File: config.mk
export PLATFORM = sky130hd
export DESIGN_NAME = lbca_front
export DESIGN_NICKNAME = d
export VERILOG_FILES = /design/src/design/lbca_pkg.sv /design/src/design/lbca_front.sv
export SDC_FILE = /design/constraint.sdc
export NUM_CORES = 1
export LEC_CHECK = 0
export BUFFER_PORTS_ARGS = -buffer_cell sky130_fd_sc_hd__buf_2
export CORE_MARGIN = 2
export CORE_UTILIZATION = 40
export CTS_CLUSTER_DIAMETER = 120
export DETAILED_ROUTE_END_ITERATION = 8
export PLACE_DENSITY = 0.66
export SLEW_MARGIN = 20
export SYNTH_ARGS = -nofsm -noshare
export SYNTH_HDL_FRONTEND = slang
export SYNTH_SLANG_ARGS = --single-unit
File: constraint.sdc
create_clock -name clk -period 2.6 [get_ports clk]
set_input_delay 0.39 -clock clk [delete_from_list [all_inputs] [get_ports clk]]
set_output_delay 0.39 -clock clk [all_outputs]
set_load 0.02 [all_outputs]
File: src/design/lbca_pkg.sv
// shared types and codes for the linked block chain allocator
`timescale 1ns / 1ps

package lbca_pkg;

    localparam int LEN_W = 14;

    localparam logic [2:0] CMD_CREATE = 3'd0;
    localparam logic [2:0] CMD_WRITE  = 3'd1;
    localparam logic [2:0] CMD_OPEN   = 3'd2;
    localparam logic [2:0] CMD_READ   = 3'd3;
    localparam logic [2:0] CMD_DELETE = 3'd4;

    typedef enum logic [2:0] {
        ST_OK       = 3'd0,
        ST_NO_SPACE = 3'd1,
        ST_UNUSED   = 3'd2,
        ST_NOT_HEAD = 3'd3,
        ST_NO_XFER  = 3'd4
    } status_t;

    typedef enum logic [2:0] {
        OP_CREATE,
        OP_WRITE,
        OP_OPEN,
        OP_READ,
        OP_DELETE,
        OP_NONE
    } op_t;

    typedef enum logic [3:0] {
        BS_CLEAR,
        BS_IDLE,
        BS_EXEC,
        BS_SCAN,
        BS_LINK,
        BS_CHECK,
        BS_DEL,
        BS_RD_CHK,
        BS_RD_DATA,
        BS_DONE
    } back_state_t;

    typedef struct packed {
        logic [2:0]       command;
        logic [LEN_W-1:0] file_length;
        logic [7:0]       data_byte;
        logic [7:0]       block_index;
    } in_word_t;

    typedef struct packed {
        logic [2:0]       status;
        logic [7:0]       head_block;
        logic [7:0]       data_out;
        logic [LEN_W-1:0] size_out;
        logic             last_byte;
        logic [8:0]       free_blocks;
    } out_word_t;

    typedef struct packed {
        op_t              op;
        logic [LEN_W-1:0] file_length;
        logic [7:0]       data_byte;
        logic [7:0]       block_index;
    } item_t;

endpackage

File: src/design/lbca_front.sv
// front end: takes command words, decodes them and queues them for the back end
`timescale 1ns / 1ps

module lbca_front (
    input  logic               clk,
    input  logic               rst_n,
    input  logic               cmd_valid,
    output logic               cmd_stall,
    input  lbca_pkg::in_word_t cmd_word,
    output logic               q_valid,
    input  logic               q_pop,
    output lbca_pkg::item_t    q_item
);

    lbca_pkg::item_t slot_reg [2];
    lbca_pkg::item_t dec;
    logic            wr_ptr_reg, wr_ptr_next;
    logic            rd_ptr_reg, rd_ptr_next;
    logic [1:0]      count_reg, count_next;
    logic            push, pop;

    always_comb
    begin
        dec.file_length = cmd_word.file_length;
        dec.data_byte   = cmd_word.data_byte;
        dec.block_index = cmd_word.block_index;
        case (cmd_word.command)
            lbca_pkg::CMD_CREATE: dec.op = lbca_pkg::OP_CREATE;
            lbca_pkg::CMD_WRITE:  dec.op = lbca_pkg::OP_WRITE;
            lbca_pkg::CMD_OPEN:   dec.op = lbca_pkg::OP_OPEN;
            lbca_pkg::CMD_READ:   dec.op = lbca_pkg::OP_READ;
            lbca_pkg::CMD_DELETE: dec.op = lbca_pkg::OP_DELETE;
            default:              dec.op = lbca_pkg::OP_NONE;
        endcase
    end

    assign cmd_stall = (count_reg == 2'd2);
    assign push      = cmd_valid && !cmd_stall;
    assign q_valid   = (count_reg != 2'd0);
    assign pop       = q_pop && q_valid;
    assign q_item    = slot_reg[rd_ptr_reg];

    assign wr_ptr_next = push ? !wr_ptr_reg : wr_ptr_reg;
    assign rd_ptr_next = pop ? !rd_ptr_reg : rd_ptr_reg;

    always_comb
    begin
        count_next = count_reg;
        if (push && !pop)
        begin
            count_next = count_reg + 2'd1;
        end
        else if (pop && !push)
        begin
            count_next = count_reg - 2'd1;
        end
    end

    always_ff @(posedge clk or negedge rst_n)
    begin
        if (!rst_n)
        begin
            wr_ptr_reg <= 1'b0;
            rd_ptr_reg <= 1'b0;
            count_reg  <= 2'd0;
        end
        else
        begin
            wr_ptr_reg <= wr_ptr_next;
            rd_ptr_reg <= rd_ptr_next;
            count_reg  <= count_next;
        end
    end

    always_ff @(posedge clk)
    begin
        if (push)
        begin
            slot_reg[wr_ptr_reg] <= dec;
        end
    end

endmodule

* Yosys cells after proc, flatten, opt, wreduce, memory -nomap -nowiden *
Memories as Yosys holds them, arrays and structs flattened.
Index checks and enable logic that the tools add are counted.

cells by class
  equal/unequal tests = 5
  add/sub/neg operators = 2
  reduce and logical (&&, ||, !) cells = 12
  multiplexer cells = 5

operator list
  operator                                           number
  case mux 3 bit (5 select lines)                    1
  == test 3 x 2 -> 1 bit (second input constant)     2
  logical NOT 1 bit                                  5
  logical AND 1 bit                                  4
  2-to-1 mux 2 bit                                   2
  nonzero test 2 bit                                 2
  == test 3 x 1 -> 1 bit (second input constant)     1
  == test 3 bit (second input constant)              1
  logical NOT 3 bit                                  1
  adder 2 x 1 -> 2 bit (second input constant)       1
  == test 2 bit (second input constant)              1
  2-to-1 mux 1 bit                                   2
  subtractor 2 x 1 -> 2 bit (second input constant)  1

storage, ports and cells
  memory bits (writable) = 66
  output and inout port bits = 35
  register bits after elaboration = 4
  input bits = 37
  memories = 1

memories
  name      depth  width  rd ports  clocked after memory_dff  wr ports  line              text
  slot_reg  2      33     1         0                         1         lbca_front.sv:15  lbca_pkg::item_t slot_reg [2];

* Longest topological paths before layout *
  depth in word-level cells = 7
  gate-level depth with buffers = 7
  mapped depth without buffers = 7

* Least setup slack after synthesis *
OpenSTA, ideal clock, no wires.

  path type = register to register
  from = reg count_reg[0]
  to = mem slot_reg[0][0] (netlist bit), enable pin
  setup time = 423 ps
  path buffers = 0
  data required time = 2177 ps
  slack = 158 ps
  stages on the path, launching flop included = 4
  arrival = 2019 ps
  path through = dfrtp_1 nand2b_1 nand2_1 nor2_1

between the ends
  cells in the longest elaborated chain, start to end = 5

ends and longest elaborated chain
  item                                    line              text
  from (decl)                             lbca_front.sv:19  logic [1:0] count_reg, count_next;
  from (signal assigned)                  lbca_front.sv:71  count_reg <= count_next;
  == test 2 bit                           lbca_front.sv:37  assign cmd_stall = (count_reg == 2'd2);
  logical NOT 1 bit                       lbca_front.sv:38  assign push = cmd_valid && !cmd_stall;
  logical AND 1 bit                       lbca_front.sv:38
  2-to-1 mux 1 bit                        lbca_front.sv:77  if (push)
  2-to-1 mux 1 bit (not written as such)  lbca_front.sv:79  slot_reg[wr_ptr_reg] <= dec;
  to (decl)                               lbca_front.sv:15

Every way passes these cells.

==> results.yml <==
sta:
  slew_headroom: 0.7104
  hold_viol: 0
  hold_slack_ps: 244.5
  min_period_ps: 1983
  drv_slew: 0
  fin_crit_sh: 0.7626
  finalSetupViolations: 0
  rsz0062_at_grt: "no"
  worst_slew_pin_slew_ps: 434.5
  tns_ps: 0
  fmax_mhz: 504.3
  skew_ps: 5.323
floorplanning:
  initial_core_util: 0.4095
  fp.dieArea_um2: 7558
  dieHeight_um: 86.94
  coreArea_um2: 6719
  rows: 30
  io-pin-count: 72
  die_w_um: 86.94
detailed_routing:
  drc: 0
  routed_via_density: 4.595
  ant_nets: 0
  avgRoutedWirePerCell_um: 14.42
  dr.pass1.iters: 4
  dr.max_layer_used: "met4"
  route.met3.wl_um: 257
  wl_met2_um: 2072
  drt-total-wl_um: 4197
  drt-met1-wl_um: 1811
  vias: 1337
  drt_iter0_markers: 87
synth:
  synth-seq-cells: 70
  synth_top_family_by_area: "multiplexers"
  synth_top_cell_area_share: 0.7203
  synthMuxAreaShare: 0.1746
  synth_area_um2: 2751
  synth_warnings: 0
  synth_compound_area_frac: 0.002729
  syn_inst: 125
  synthTopCellsByArea: "edfxtp_1 72%, mux2_4 16%, dfrtp_1 3.6%"
  ys_seq_area_frac: 0.7567
  synthXorXnorAreaFrac: 0.01592
  ys_types: 19
  synth_simple_gate_area_frac: 0.01546
  avgSynthCellArea_um2: 22.01
  synth_fa_ha_area_frac: 0.004548
  synth_area_leader_cell: "edfxtp_1"
  synth_fp_nets: 163
final_layout:
  mostFrequentLayoutCell: "buf_2"
  syn_to_final_growth_pct: 25.33
  n_fill_cell: 570
  final_cell_mix: "71 x buf_2, 66 x edfxtp_1, 29 x mux2_4, 9 x clkbuf_8, 4 x mux2_2"
  antenna_cells: 0
  largest_reg_flops: 66
  fin_util: 0.5132
  finalNetCount: 244
  final_area_um2: 3448
  drive_gt1_frac: 0.5972
critical_path:
  cp_max_fo: 27
  worstPathRequired_ps: 2210
  crit_type: "register to output pin"
  start_kind: "register"
  endpoint_kind: "output pin"
  regToRegSetupSlack_ps: 960
  cp-startpoint: "rd_ptr_reg"
  rr_endpoint: "slot_reg[0][15]"
  worst_ep_arrival_time_ps: 1590
  endpoint: "q_item[18]"
  worst_r2r_path_depth: 4
  worstReg2RegStart: "count_reg[0]"
clock_tree:
  cts_resized: 0
  clk_pin_slew_ps: 70
  cts.sinks: 70
  cts_hold_buffers: 1
  cts_max_level: 3
  post_cts.repair.setup_buffers: 0
  cts_buffers: 9
  cts_tree: "built"
  root_buffer: "clkbuf_8"
  clk_latency_ps: 330
  clk_path_buf_depth: 2
power:
  ir_drop_v: 0.0005955
  p_per_area_nw_per_um2: 1196
  leakage_nw: 1.410
global_routing:
  overflow: 0
  grt_pass1_vias: 1363
  grt_antenna_before_repair: 0
  grt_pass1_wl_um: 6451
  grt_use_total: 0.1182
  grt_max_degree: 28
status:
  outcome: "complete, no violations"
placed_design:
  io_buffers: 71
  dpl_cell_area_um2: 3202
  place_congestion: 0.7217
  dp_hpwl_um: 2808
min_path:
  min-delay-path-class: "input pin to register"
run:
  maxCapViolCount: 0
through the flow:
step	setup slack [ps]	std cells	power [mW]
after global placement	947.4	274	3.151
final	617.1	291	4.126
after global routing	538.5	291	4.342
after floorplan	158.0	125	2.815
after detailed placement	944.7	274	3.172
after CTS	581.1	291	4.195
worst min-delay path by stage:
stage | from | to | slack (ps) | cells past startpoint
2_1_floorplan | rst_n | count_reg[0] | 90 | 0
3_3_place_gp | rst_n | wr_ptr_reg | 200 | 1
3_5_place_dp | rst_n | wr_ptr_reg | 210 | 1
4_1_cts | cmd_word[18] | slot_reg[1][18] | 230 | 1
5_1_grt | cmd_word[17] | slot_reg[0][17] | 220 | 1
6_report | cmd_word[13] | slot_reg[1][13] | 240 | 1
Yosys cell counts:
cell type and instances:
dfrtp_1 4, ha_1 1, xnor2_1 3, mux2_2 4
nand2_2 1, buf_6 1, clkbuf_1 1, nand2_1 1
and3_1 1, nor2_1 2, xor2_1 2, mux2_4 29
or2_1 1, a21o_1 1, edfxtp_1 66, buf_12 3
nor2b_1 1, nand2b_1 1, inv_1 2
routing by layer:
layer,track usage,vias up
met5,0,-
met4,0.07244,0
met3,0.03886,6
met2,0.1874,47
met1,0.1392,643
li1,-,641
worst max-delay path, stage by stage (launching register included):
cell and delay [ps]:
dfrtp_2 500, buf_12 270, mux2_4 320, buf_2 160
cells by family after synthesis:
| kind of cell | Yosys count |
|---|---|
| adders and majority gates | 1 |
| AOI/OAI and AO/OA | 1 |
| and+or+nand+nor | 8 |
| xor gates and xnor gates | 5 |
| DFF | 70 |
| buffers and inverters | 7 |
| muxes | 33 |
cell type report:
type / instances / area (µm²) / share of cell area
Clock inverter: 7 / 112.6 / 0.03266
Tap cell: 80 / 100.1 / 0.02903
Clock buffer: 9 / 123.9 / 0.03592
Sequential cell: 70 / 2083 / 0.6041
Timing Repair Buffer: 75 / 425.4 / 0.1234
Multi-Input combinational cell: 48 / 595.6 / 0.1727
Inverter: 2 / 7.507 / 0.002177
power breakdown:
group          total (mW)  switching, mW  internal [mW]
sequential           1.65          0.106           1.55
combinational        1.46          0.780          0.680
clock                1.01          0.381          0.632
total                4.13           1.27           2.86
Power figures use the tool's default switching activity.
